[src/sv/fcfs_sm_pkg.sv]
package fcfs_sm_pkg;

  // Capacity of the job store.
  localparam int MAX_JOBS = 16;

  // Index into the store and a count that can also hold MAX_JOBS itself.
  localparam int IDX_W = (MAX_JOBS > 1) ? $clog2(MAX_JOBS) : 1;
  localparam int CNT_W = $clog2(MAX_JOBS + 1);

  // Fixed field widths.
  localparam int TIME_W    = 16;
  localparam int WIDE_W    = 24;
  localparam int JOB_NUM_W = 6;
  localparam int JOB_OUT_W = 7;
  localparam int IN_DATA_W  = 32;
  localparam int OUT_DATA_W = 136;

  // One stored job: arrival, burst and load position minus one.
  typedef struct packed {
    logic [TIME_W-1:0]    arrival;
    logic [TIME_W-1:0]    burst;
    logic [JOB_NUM_W-1:0] number;
  } job_entry_t;

  localparam int ENTRY_W = $bits(job_entry_t);

  // Request and response of the shared add/subtract unit.
  typedef struct packed {
    logic [WIDE_W-1:0] a;
    logic [WIDE_W-1:0] b;
    logic              sub;
  } alu_req_t;

  typedef struct packed {
    logic [WIDE_W-1:0] result;
    logic              borrow;
  } alu_rsp_t;

endpackage

[src/sv/fcfs_sm_ram.sv]
module fcfs_sm_ram #(
  parameter int WIDTH = 8,
  parameter int DEPTH = 16
) (
  input  logic                                      clk,
  input  logic                                      wr_en,
  input  logic [((DEPTH > 1) ? $clog2(DEPTH) : 1)-1:0] wr_addr,
  input  logic [WIDTH-1:0]                          wr_data,
  input  logic [((DEPTH > 1) ? $clog2(DEPTH) : 1)-1:0] rd_addr,
  output logic [WIDTH-1:0]                          rd_data
);

  logic [WIDTH-1:0] mem [DEPTH];

  // One write port and one registered read port.
  always_ff @(posedge clk) begin
    if (wr_en) begin
      mem[wr_addr] <= wr_data;
    end
    rd_data <= mem[rd_addr];
  end

endmodule

[src/sv/fcfs_sm_alu.sv]
module fcfs_sm_alu
  import fcfs_sm_pkg::*;
(
  input  alu_req_t req,
  output alu_rsp_t rsp
);

  logic [WIDE_W:0] sum;

  // Add or subtract; the top bit is the borrow when subtracting.
  always_comb begin
    if (req.sub) begin
      sum = {1'b0, req.a} - {1'b0, req.b};
    end else begin
      sum = {1'b0, req.a} + {1'b0, req.b};
    end
    rsp.result = sum[WIDE_W-1:0];
    rsp.borrow = req.sub & sum[WIDE_W];
  end

endmodule

[src/sv/fcfs_schedule_metrics.sv]
// First-come-first-served schedule metrics.
// Input channel s_*: one job per item, tdata holds arrival and burst, tlast
// marks the final job of a batch. Each job is placed into a store kept sorted
// by arrival time (ties keep load order); jobs beyond MAX_JOBS are dropped,
// but a dropped item marked last still starts scheduling.
// Output channel m_*: one item per stored job in execution order, tlast on
// the final one of the batch.
// Loading a job compares it with each stored job from the top down and moves
// every stored job with a later arrival up one slot before the new job is
// written; the compare loop runs through the single read port of the job
// store. Scheduling a job takes a store read and five passes through the one
// shared 24-bit add/subtract unit.
// s_tready is high only while the sequencer is idle. A finished result waits
// in the output register; if the receiver stalls, the next job is worked out
// and held until that register frees up.
// Reset clears the sequencer, the job count and the output valid; the store
// contents are not cleared. After each batch the job count returns to zero.
module fcfs_schedule_metrics
  import fcfs_sm_pkg::*;
(
  input  logic                  clk,
  input  logic                  rst,
  input  logic                  s_tvalid,
  output logic                  s_tready,
  // s_tdata: arrival_time[15:0], burst_length[31:16]
  input  logic [IN_DATA_W-1:0]  s_tdata,
  input  logic                  s_tlast,
  output logic                  m_tvalid,
  input  logic                  m_tready,
  // m_tdata: job_number[6:0], job_arrival[22:7], job_burst[38:23],
  // completion_time[62:39], turnaround_time[86:63], waiting_time[110:87],
  // response_time[134:111], zero pad[135]
  output logic [OUT_DATA_W-1:0] m_tdata,
  output logic                  m_tlast
);

  localparam logic [3:0] ST_IDLE  = 4'd0;
  localparam logic [3:0] ST_CMP   = 4'd1;
  localparam logic [3:0] ST_WRITE = 4'd2;
  localparam logic [3:0] ST_RD    = 4'd3;
  localparam logic [3:0] ST_START = 4'd4;
  localparam logic [3:0] ST_DONE  = 4'd5;
  localparam logic [3:0] ST_TAT   = 4'd6;
  localparam logic [3:0] ST_WAIT  = 4'd7;
  localparam logic [3:0] ST_RESP  = 4'd8;

  logic [3:0]        state;
  logic [CNT_W-1:0]  count;
  logic [IDX_W-1:0]  pos;
  logic [IDX_W-1:0]  k;
  logic [TIME_W-1:0] arr_reg;
  logic [TIME_W-1:0] bur_reg;
  logic              last_reg;
  logic [WIDE_W-1:0] clock_time;
  logic [WIDE_W-1:0] start_r;
  logic [WIDE_W-1:0] done_r;
  logic [WIDE_W-1:0] tat_r;
  logic [WIDE_W-1:0] wait_r;

  logic              wr_en;
  logic [IDX_W-1:0]  wr_addr;
  job_entry_t        wr_data;
  logic [IDX_W-1:0]  rd_addr;
  job_entry_t        rd_q;
  alu_req_t          alu_req;
  alu_rsp_t          alu_rsp;

  logic [CNT_W-1:0]  count_m1;
  logic [IDX_W-1:0]  pos_m2;
  logic              s_fire;
  logic              out_free;
  logic              is_final;
  logic [JOB_OUT_W-1:0] num_out;

  assign s_tready = (state == ST_IDLE);
  assign s_fire   = s_tvalid && s_tready;
  assign out_free = !m_tvalid || m_tready;
  assign count_m1 = count - CNT_W'(1);
  assign pos_m2   = pos - IDX_W'(2);
  assign is_final = (CNT_W'(k) + CNT_W'(1)) == count;
  assign num_out  = JOB_OUT_W'(rd_q.number) + JOB_OUT_W'(1);

  fcfs_sm_ram #(
    .WIDTH (ENTRY_W),
    .DEPTH (MAX_JOBS)
  ) u_store (
    .clk     (clk),
    .wr_en   (wr_en),
    .wr_addr (wr_addr),
    .wr_data (wr_data),
    .rd_addr (rd_addr),
    .rd_data (rd_q)
  );

  fcfs_sm_alu u_alu (
    .req (alu_req),
    .rsp (alu_rsp)
  );

  // Store read address: the entry below the insert point while loading,
  // the current job while scheduling.
  always_comb begin
    case (state)
      ST_IDLE: rd_addr = count_m1[IDX_W-1:0];
      ST_CMP:  rd_addr = pos_m2;
      default: rd_addr = k;
    endcase
  end

  // Store writes: move a later job up, or place the new job.
  always_comb begin
    wr_en   = 1'b0;
    wr_addr = pos;
    wr_data = rd_q;
    if (state == ST_CMP && alu_rsp.borrow) begin
      wr_en = 1'b1;
    end else if (state == ST_WRITE) begin
      wr_en   = 1'b1;
      wr_data = '{arrival: arr_reg, burst: bur_reg, number: JOB_NUM_W'(count)};
    end
  end

  // Operand selection for the shared add/subtract unit.
  always_comb begin
    alu_req = '0;
    case (state)
      ST_CMP: begin
        alu_req = '{a: WIDE_W'(arr_reg), b: WIDE_W'(rd_q.arrival), sub: 1'b1};
      end
      ST_START: begin
        alu_req = '{a: clock_time, b: WIDE_W'(rd_q.arrival), sub: 1'b1};
      end
      ST_DONE: begin
        alu_req = '{a: start_r, b: WIDE_W'(rd_q.burst), sub: 1'b0};
      end
      ST_TAT: begin
        alu_req = '{a: done_r, b: WIDE_W'(rd_q.arrival), sub: 1'b1};
      end
      ST_WAIT: begin
        alu_req = '{a: tat_r, b: WIDE_W'(rd_q.burst), sub: 1'b1};
      end
      ST_RESP: begin
        alu_req = '{a: start_r, b: WIDE_W'(rd_q.arrival), sub: 1'b1};
      end
      default: alu_req = '0;
    endcase
  end

  // Sequencer for loading and scheduling.
  always_ff @(posedge clk) begin
    if (rst) begin
      state      <= ST_IDLE;
      count      <= '0;
      clock_time <= '0;
      k          <= '0;
      pos        <= '0;
    end else begin
      case (state)
        ST_IDLE: begin
          if (s_fire) begin
            arr_reg  <= s_tdata[TIME_W-1:0];
            bur_reg  <= s_tdata[2*TIME_W-1:TIME_W];
            last_reg <= s_tlast;
            pos      <= IDX_W'(count);
            if (count < CNT_W'(MAX_JOBS)) begin
              state <= (count == '0) ? ST_WRITE : ST_CMP;
            end else if (s_tlast) begin
              k          <= '0;
              clock_time <= '0;
              state      <= ST_RD;
            end
          end
        end
        ST_CMP: begin
          // A stored job arriving later than the new one moves up one slot.
          if (alu_rsp.borrow) begin
            pos <= pos - IDX_W'(1);
            if (pos == IDX_W'(1)) begin
              state <= ST_WRITE;
            end
          end else begin
            state <= ST_WRITE;
          end
        end
        ST_WRITE: begin
          count <= count + CNT_W'(1);
          if (last_reg) begin
            k          <= '0;
            clock_time <= '0;
            state      <= ST_RD;
          end else begin
            state <= ST_IDLE;
          end
        end
        ST_RD: begin
          state <= ST_START;
        end
        ST_START: begin
          // An idle processor jumps forward to the arrival.
          start_r <= alu_rsp.borrow ? WIDE_W'(rd_q.arrival) : clock_time;
          state   <= ST_DONE;
        end
        ST_DONE: begin
          done_r <= alu_rsp.result;
          state  <= ST_TAT;
        end
        ST_TAT: begin
          tat_r <= alu_rsp.result;
          state <= ST_WAIT;
        end
        ST_WAIT: begin
          wait_r <= alu_rsp.result;
          state  <= ST_RESP;
        end
        ST_RESP: begin
          if (out_free) begin
            clock_time <= done_r;
            k          <= k + IDX_W'(1);
            if (is_final) begin
              count      <= '0;
              clock_time <= '0;
              state      <= ST_IDLE;
            end else begin
              state <= ST_RD;
            end
          end
        end
        default: state <= ST_IDLE;
      endcase
    end
  end

  // Output register valid flag.
  always_ff @(posedge clk) begin
    if (rst) begin
      m_tvalid <= 1'b0;
    end else if (state == ST_RESP && out_free) begin
      m_tvalid <= 1'b1;
    end else if (m_tready) begin
      m_tvalid <= 1'b0;
    end
  end

  // Output register payload.
  always_ff @(posedge clk) begin
    if (state == ST_RESP && out_free) begin
      m_tdata <= {1'b0, alu_rsp.result, wait_r, tat_r, done_r,
                  rd_q.burst, rd_q.arrival, num_out};
      m_tlast <= is_final;
    end
  end

endmodule

[config.mk]
export PLATFORM = sky130hd
export DESIGN_NAME = fcfs_schedule_metrics
export DESIGN_NICKNAME = d
export VERILOG_FILES = /design/src/sv/fcfs_sm_pkg.sv /design/src/sv/fcfs_sm_ram.sv /design/src/sv/fcfs_sm_alu.sv /design/src/sv/fcfs_schedule_metrics.sv
export SDC_FILE = /design/constraint.sdc
export NUM_CORES = 1
export LEC_CHECK = 0
export ABC_AREA = 1
export BUFFER_PORTS_ARGS = -buffer_cell sky130_fd_sc_hd__buf_2
export CAP_MARGIN = 30
export CORE_ASPECT_RATIO = 1.75
export CORE_MARGIN = 3
export CORE_UTILIZATION = 28
export CTS_BUF_LIST = sky130_fd_sc_hd__clkbuf_4
export DETAILED_ROUTE_END_ITERATION = 8
export GPL_TIMING_DRIVEN = 0
export PLACE_DENSITY = 0.45
export SLEW_MARGIN = 20
export SYNTH_ARGS = -nofsm -noshare
export SYNTH_HDL_FRONTEND = slang
export SYNTH_HIERARCHICAL = 1
export SYNTH_SLANG_ARGS = --single-unit
[constraint.sdc]
create_clock -name clk -period 14.5 [get_ports clk]
set_clock_uncertainty 0.1 [all_clocks]
set_input_delay 0.725 -clock clk [delete_from_list [all_inputs] [get_ports clk]]
set_output_delay 0.725 -clock clk [all_outputs]
set_load 0.02 [all_outputs]
Word-level counts from Yosys, hierarchy flattened
Memory sizes are Yosys's and may differ from the RTL's. A register that Yosys moved wholly into a read port is not among the register bits. Index checks and enable logic that the tools add are counted.

Flip-flop bits (word level): 307. Latch bits: 0. Memory bits (writable): 608. Memory bits (read-only): 0. Bits of input ports: 37. Logic and storage cells: 109. Memories: 1.

Add/sub/neg operators: 9. Multiply operators: 0. Divide/modulo/power cells: 0. Magnitude comparators: 1. Eq/ne operators: 19. Shifts and indexed selects: 0. Muxes and demuxes: 41. Bitwise operators: 2. Reduce and logical (&&, ||, !) cells: 20.

Memory list: u_store.mem (words 16, width 38, rd ports 1, clocked after memory_dff 1, wr ports 1, line fcfs_sm_ram.sv:13) `logic [WIDTH-1:0] mem [DEPTH];`.

Operators with widths (count): 49-bit one-hot mux with 6 select lines (1); 24-bit 2-to-1 mux (6); 38-bit 2-to-1 mux (2); 24-bit one-hot mux with 3 select lines (1); 4-bit 2-to-1 mux (13); 4-bit one-hot mux with 9 select lines (1); 24-bit by 24-bit adder with 25-bit output (1); 25-bit 2-to-1 mux (1); 24-bit by 24-bit subtractor with 25-bit output (1); 4-bit by 3-bit == test with 1-bit output (second input constant) (4); 16-bit 2-to-1 mux (1); 4-bit one-hot mux with 2 select lines (2); 4-bit one-hot mux with 3 select lines (1); 5-bit 2-to-1 mux (2); 2-bit inequality test (second input constant) (5); 5-bit one-hot mux with 2 select lines (1); 3-bit AND reduction (3); 4-bit by 1-bit == test with 1-bit output (second input constant) (2); 4-bit by 2-bit == test with 1-bit output (second input constant) (2); 2-bit AND reduction (4); 4-bit by 1-bit subtractor with 4-bit output (second input constant) (2); 6-bit by 1-bit adder with 7-bit output (second input constant) (1); 1-bit 2-to-1 mux (6); 2-bit 2-to-1 mux (3); other kinds (21) (26).

Logic depth before layout (Yosys ltp)
Word-level depth: 9. Mapped depth: 30.

Hierarchy
The synthesis kept the hierarchy.

Modules (own cells, without submodules): fcfs_sm_ram (times used 1, cells an instance 2512, area an instance 26927.1 sq um, sequential area each 19018.2 sq um); fcfs_schedule_metrics (times used 1, cells an instance 940, area an instance 11928.9 sq um, sequential area each 8798.4 sq um); fcfs_sm_alu (times used 1, cells an instance 534, area an instance 2561.2 sq um, sequential area each 0.0 sq um).

Least setup slack after synthesis
No wires, ideal clock.

Path type: input -> register. From: input m_tready. To: register m_tdata[0] (enable). Arrival: 6513 ps. Required time: 13767 ps. Path slack: 7253 ps. Stages: 2. Path buffers: 0. Cell sequence: nor2_1 > nor2_1.

Cells in the longest elaborated chain, start to end: 2.

RTL lines: start, declared (line fcfs_schedule_metrics.sv:29) `input logic m_tready,`; 1-bit logical OR (line fcfs_schedule_metrics.sv:77) `assign out_free = !m_tvalid || m_tready;`; 1-bit logical AND (line fcfs_schedule_metrics.sv:246) `if (state == ST_RESP && out_free) begin`; end signal, assigned (line fcfs_schedule_metrics.sv:247) `m_tdata <= {1'b0, alu_rsp.result, wait_r, tat_r, done_r,`; end, declared (line fcfs_schedule_metrics.sv:33) `output logic [OUT_DATA_W-1:0] m_tdata,`.

No other way between the ends. A chain may end at the register's enable or synchronous reset.

==> results.sh <==
export IMPL_status="complete, no violations"
export IMPL_critical_path_max_fanout=15
export IMPL_critPathKind="reg -> reg"
export IMPL_synth_top_area_share_pct=63.3
export IMPL_synth_ff_type="edfxtp_1"
export IMPL_die_y_um=515
export IMPL_clkTransAtPathRegs_ns=0.07
export IMPL_area_delta_synth_final_pct=19.9
export IMPL_hold_violations=0
export IMPL_finalCriticalPeriod_ns=7.61
export IMPL_synth_seq_area_share_pct=67.2
export IMPL_top_regs="u_store/mem (608), m_tdata (135), u_store/rd_data (38)"
export IMPL_avgRoutedWirePerCell_um=22.8
export IMPL_drc=0
export IMPL_arrival_ns=8.33
export IMPL_die_w_um=297
export IMPL_synth_area_um2=41400
export IMPL_viasPerCell=4.48
export IMPL_max_stage_delay_ns=0.55
export IMPL_synth_seq_cells=953
export IMPL_fmax_mhz=131
export IMPL_yosysTopAreaCell="edfxtp_1"
export IMPL_drtIter0Drc=1873
export IMPL_clockBufferDepth=3
export IMPL_cts_sinks=953
export IMPL_cts_tree="yes"
export IMPL_cts_buffers=218
export IMPL_critPathTopFamily="simple AND/OR/NAND/NOR gates"
export IMPL_relSlewSlack_pct=29.6
export IMPL_setup_viol=0
export IMPL_core_area_um2=147000
export IMPL_io_pins=176
export IMPL_hpwlAfterDp_mm=112
export IMPL_dr_pass1_iters=6
export IMPL_final_util_pct=33.8
export IMPL_cts_max_level=4
export IMPL_drt_antenna_violating_nets=0
export IMPL_hold_class="in -> reg"
export IMPL_grt_pass1_vias=30100
export IMPL_tns_ns=0
export IMPL_worst_pin_slew_ns=1.06
export IMPL_vias=29900
export IMPL_layout_nets=4587
export IMPL_path_common_cell="nand2_1"
export IMPL_postRouteWirelength_mm=152
export IMPL_grt_start_max_net_pins=29
export IMPL_yosys_warnings=6
export IMPL_hold_slack_ns=0.131
export IMPL_synth_area_leaders="edfxtp_1 (63%), nand2_1 (11%), nand3_1 (6.3%), inv_1 (5.9%), dfxtp_1 (3.9%)"
export IMPL_start_util_pct=28.2
export IMPL_cts_root_buffer="clkbuf_4"
export IMPL_cp_required_ns=15.22
export IMPL_synth_commonest_cells="nand2_1 (1,225), edfxtp_1 (873), inv_1 (651)"
export IMPL_row_count=186
export IMPL_grt_pass1_wl_mm=213
export IMPL_max_flop_register="u_store/mem"
export IMPL_routabilityCongestion=0.943
export IMPL_grt_antenna_before_repair=3
export IMPL_clock_latency_ns=1.21
export IMPL_worst_setup_path_end_kind="register"
export IMPL_crit_slowest_cell="nor2_2"
export IMPL_crit_buf_inv=7
export IMPL_rsz0062_at_grt="no"
export IMPL_path_cells="inv_1, nor2_2, inv_2, nor2_1, buf_2, inv_1, nand2_1, clkbuf_1, o21ai_0, fa_1, nand2_1, nand2_1, nand2_1, o21ai_2, nand2_1, nand3_1, nor2_1, nand2_1, nand2_1, nand3_1, nor2_4, buf_12, buf_12"
export IMPL_gr_usage_all_layers_pct=19.7
export IMPL_largest_reg_flops=608
export IMPL_nFillCells=15000
export IMPL_cp_start_kind="register"
export IMPL_post_synth_top_count_cell="nand2_1"
export IMPL_drive_above_1_share_pct=17.6
export IMPL_syn_avg_cell_area_um2=10.4
export IMPL_io_buffer_count=174
export IMPL_place_ws_ns=7.09
export IMPL_synthArstFlopShare_pct=0
export IMPL_syn_inst=3986
export IMPL_post_cts_buffers=0
export IMPL_synth_edf_count=873
export IMPL_overflow=0
export IMPL_drv_cap=0
export IMPL_die_area_um2=153000
export IMPL_synth_cell_types=53
export IMPL_setup_ws_ns=6.89
export IMPL_fin_crit_sh_pct=52.5
export IMPL_slew_viol_final=0
## repair_timing
action                    CTS  global route
hold endpoints to repair   58             0
resized for setup           0             0
hold buffers               36             0
## layer usage
layer	track usage, %	vias up	share of wire, %
li1	-	14200	-
met1	19.4	14300	35
met2	38.0	1012	54
met3	3.37	384	4.5
met4	12.2	0	6.8
met5	0	-	0
## final timing paths
kind                                       startpoint                       endpoint  slack, ns  depth (start not counted)
worst max-delay path            state[2]$_SDFFE_PP0P_  u_store/mem[14][18]$_DFFE_PP_       6.89                         23
worst min-delay path                       s_tdata[7]           arr_reg[7]$_DFFE_PP_       0.13                          2
worst min register to register   wait_r[10]$_DFFE_PP_          m_tdata[97]$_DFFE_PP_       0.31                          0
worst max register to register  state[2]$_SDFFE_PP0P_  u_store/mem[14][18]$_DFFE_PP_       6.89                         23
## placed cells by master (no fill, tap or decap), drive strengths merged, types with 34 or more instances in the layout
master / n
edfxtp: 873
nand3: 525
clkbuf: 370
xor2: 34
dlygate4sd3: 36
dfxtp: 80
ha: 34
o21ai: 99
clkinv: 62
nand2: 1233
buf: 375
inv: 671
a21oi: 57
nor2: 130
## per-stage QoR
step                      std cells  instance area [µm²]
after floorplan                4010                41500
after global placement         6158                44800
after detailed placement       6230                46300
after CTS                      6672                49600
after global routing           6676                49600
final                          6682                49600
## area by class of cell
class,instances,area (µm²),share of cell area (%)
sequential,953,27800,56.0
multi-input combinational,2224,10400,21.0
inverter,667,2520,5.07
timing repair buffer,285,2490,5.02
clock buffer,330,2480,4.99
tap,1974,2470,4.97
buffer,166,993,2.00
clock inverter,76,463,0.932
antenna,7,17.5,0.0353
## kinds of logic (layout without fill, tap and decap cells)
kind of cell | Yosys count | count (layout) | synth area share, %
buf+inv | 833 | 1524 | 8.46
flops | 953 | 953 | 67.2
other cells | 1 | 32 | 0.00905
fa+ha+maj | 35 | 35 | 1.08
simple gates | 1922 | 1922 | 19.5
compound gates | 203 | 203 | 2.97
xor+xnor | 39 | 39 | 0.825
Power is left out: the tool's default activity adds up to more than one toggle a clock period on the data nets, which glitch-free logic cannot reach.
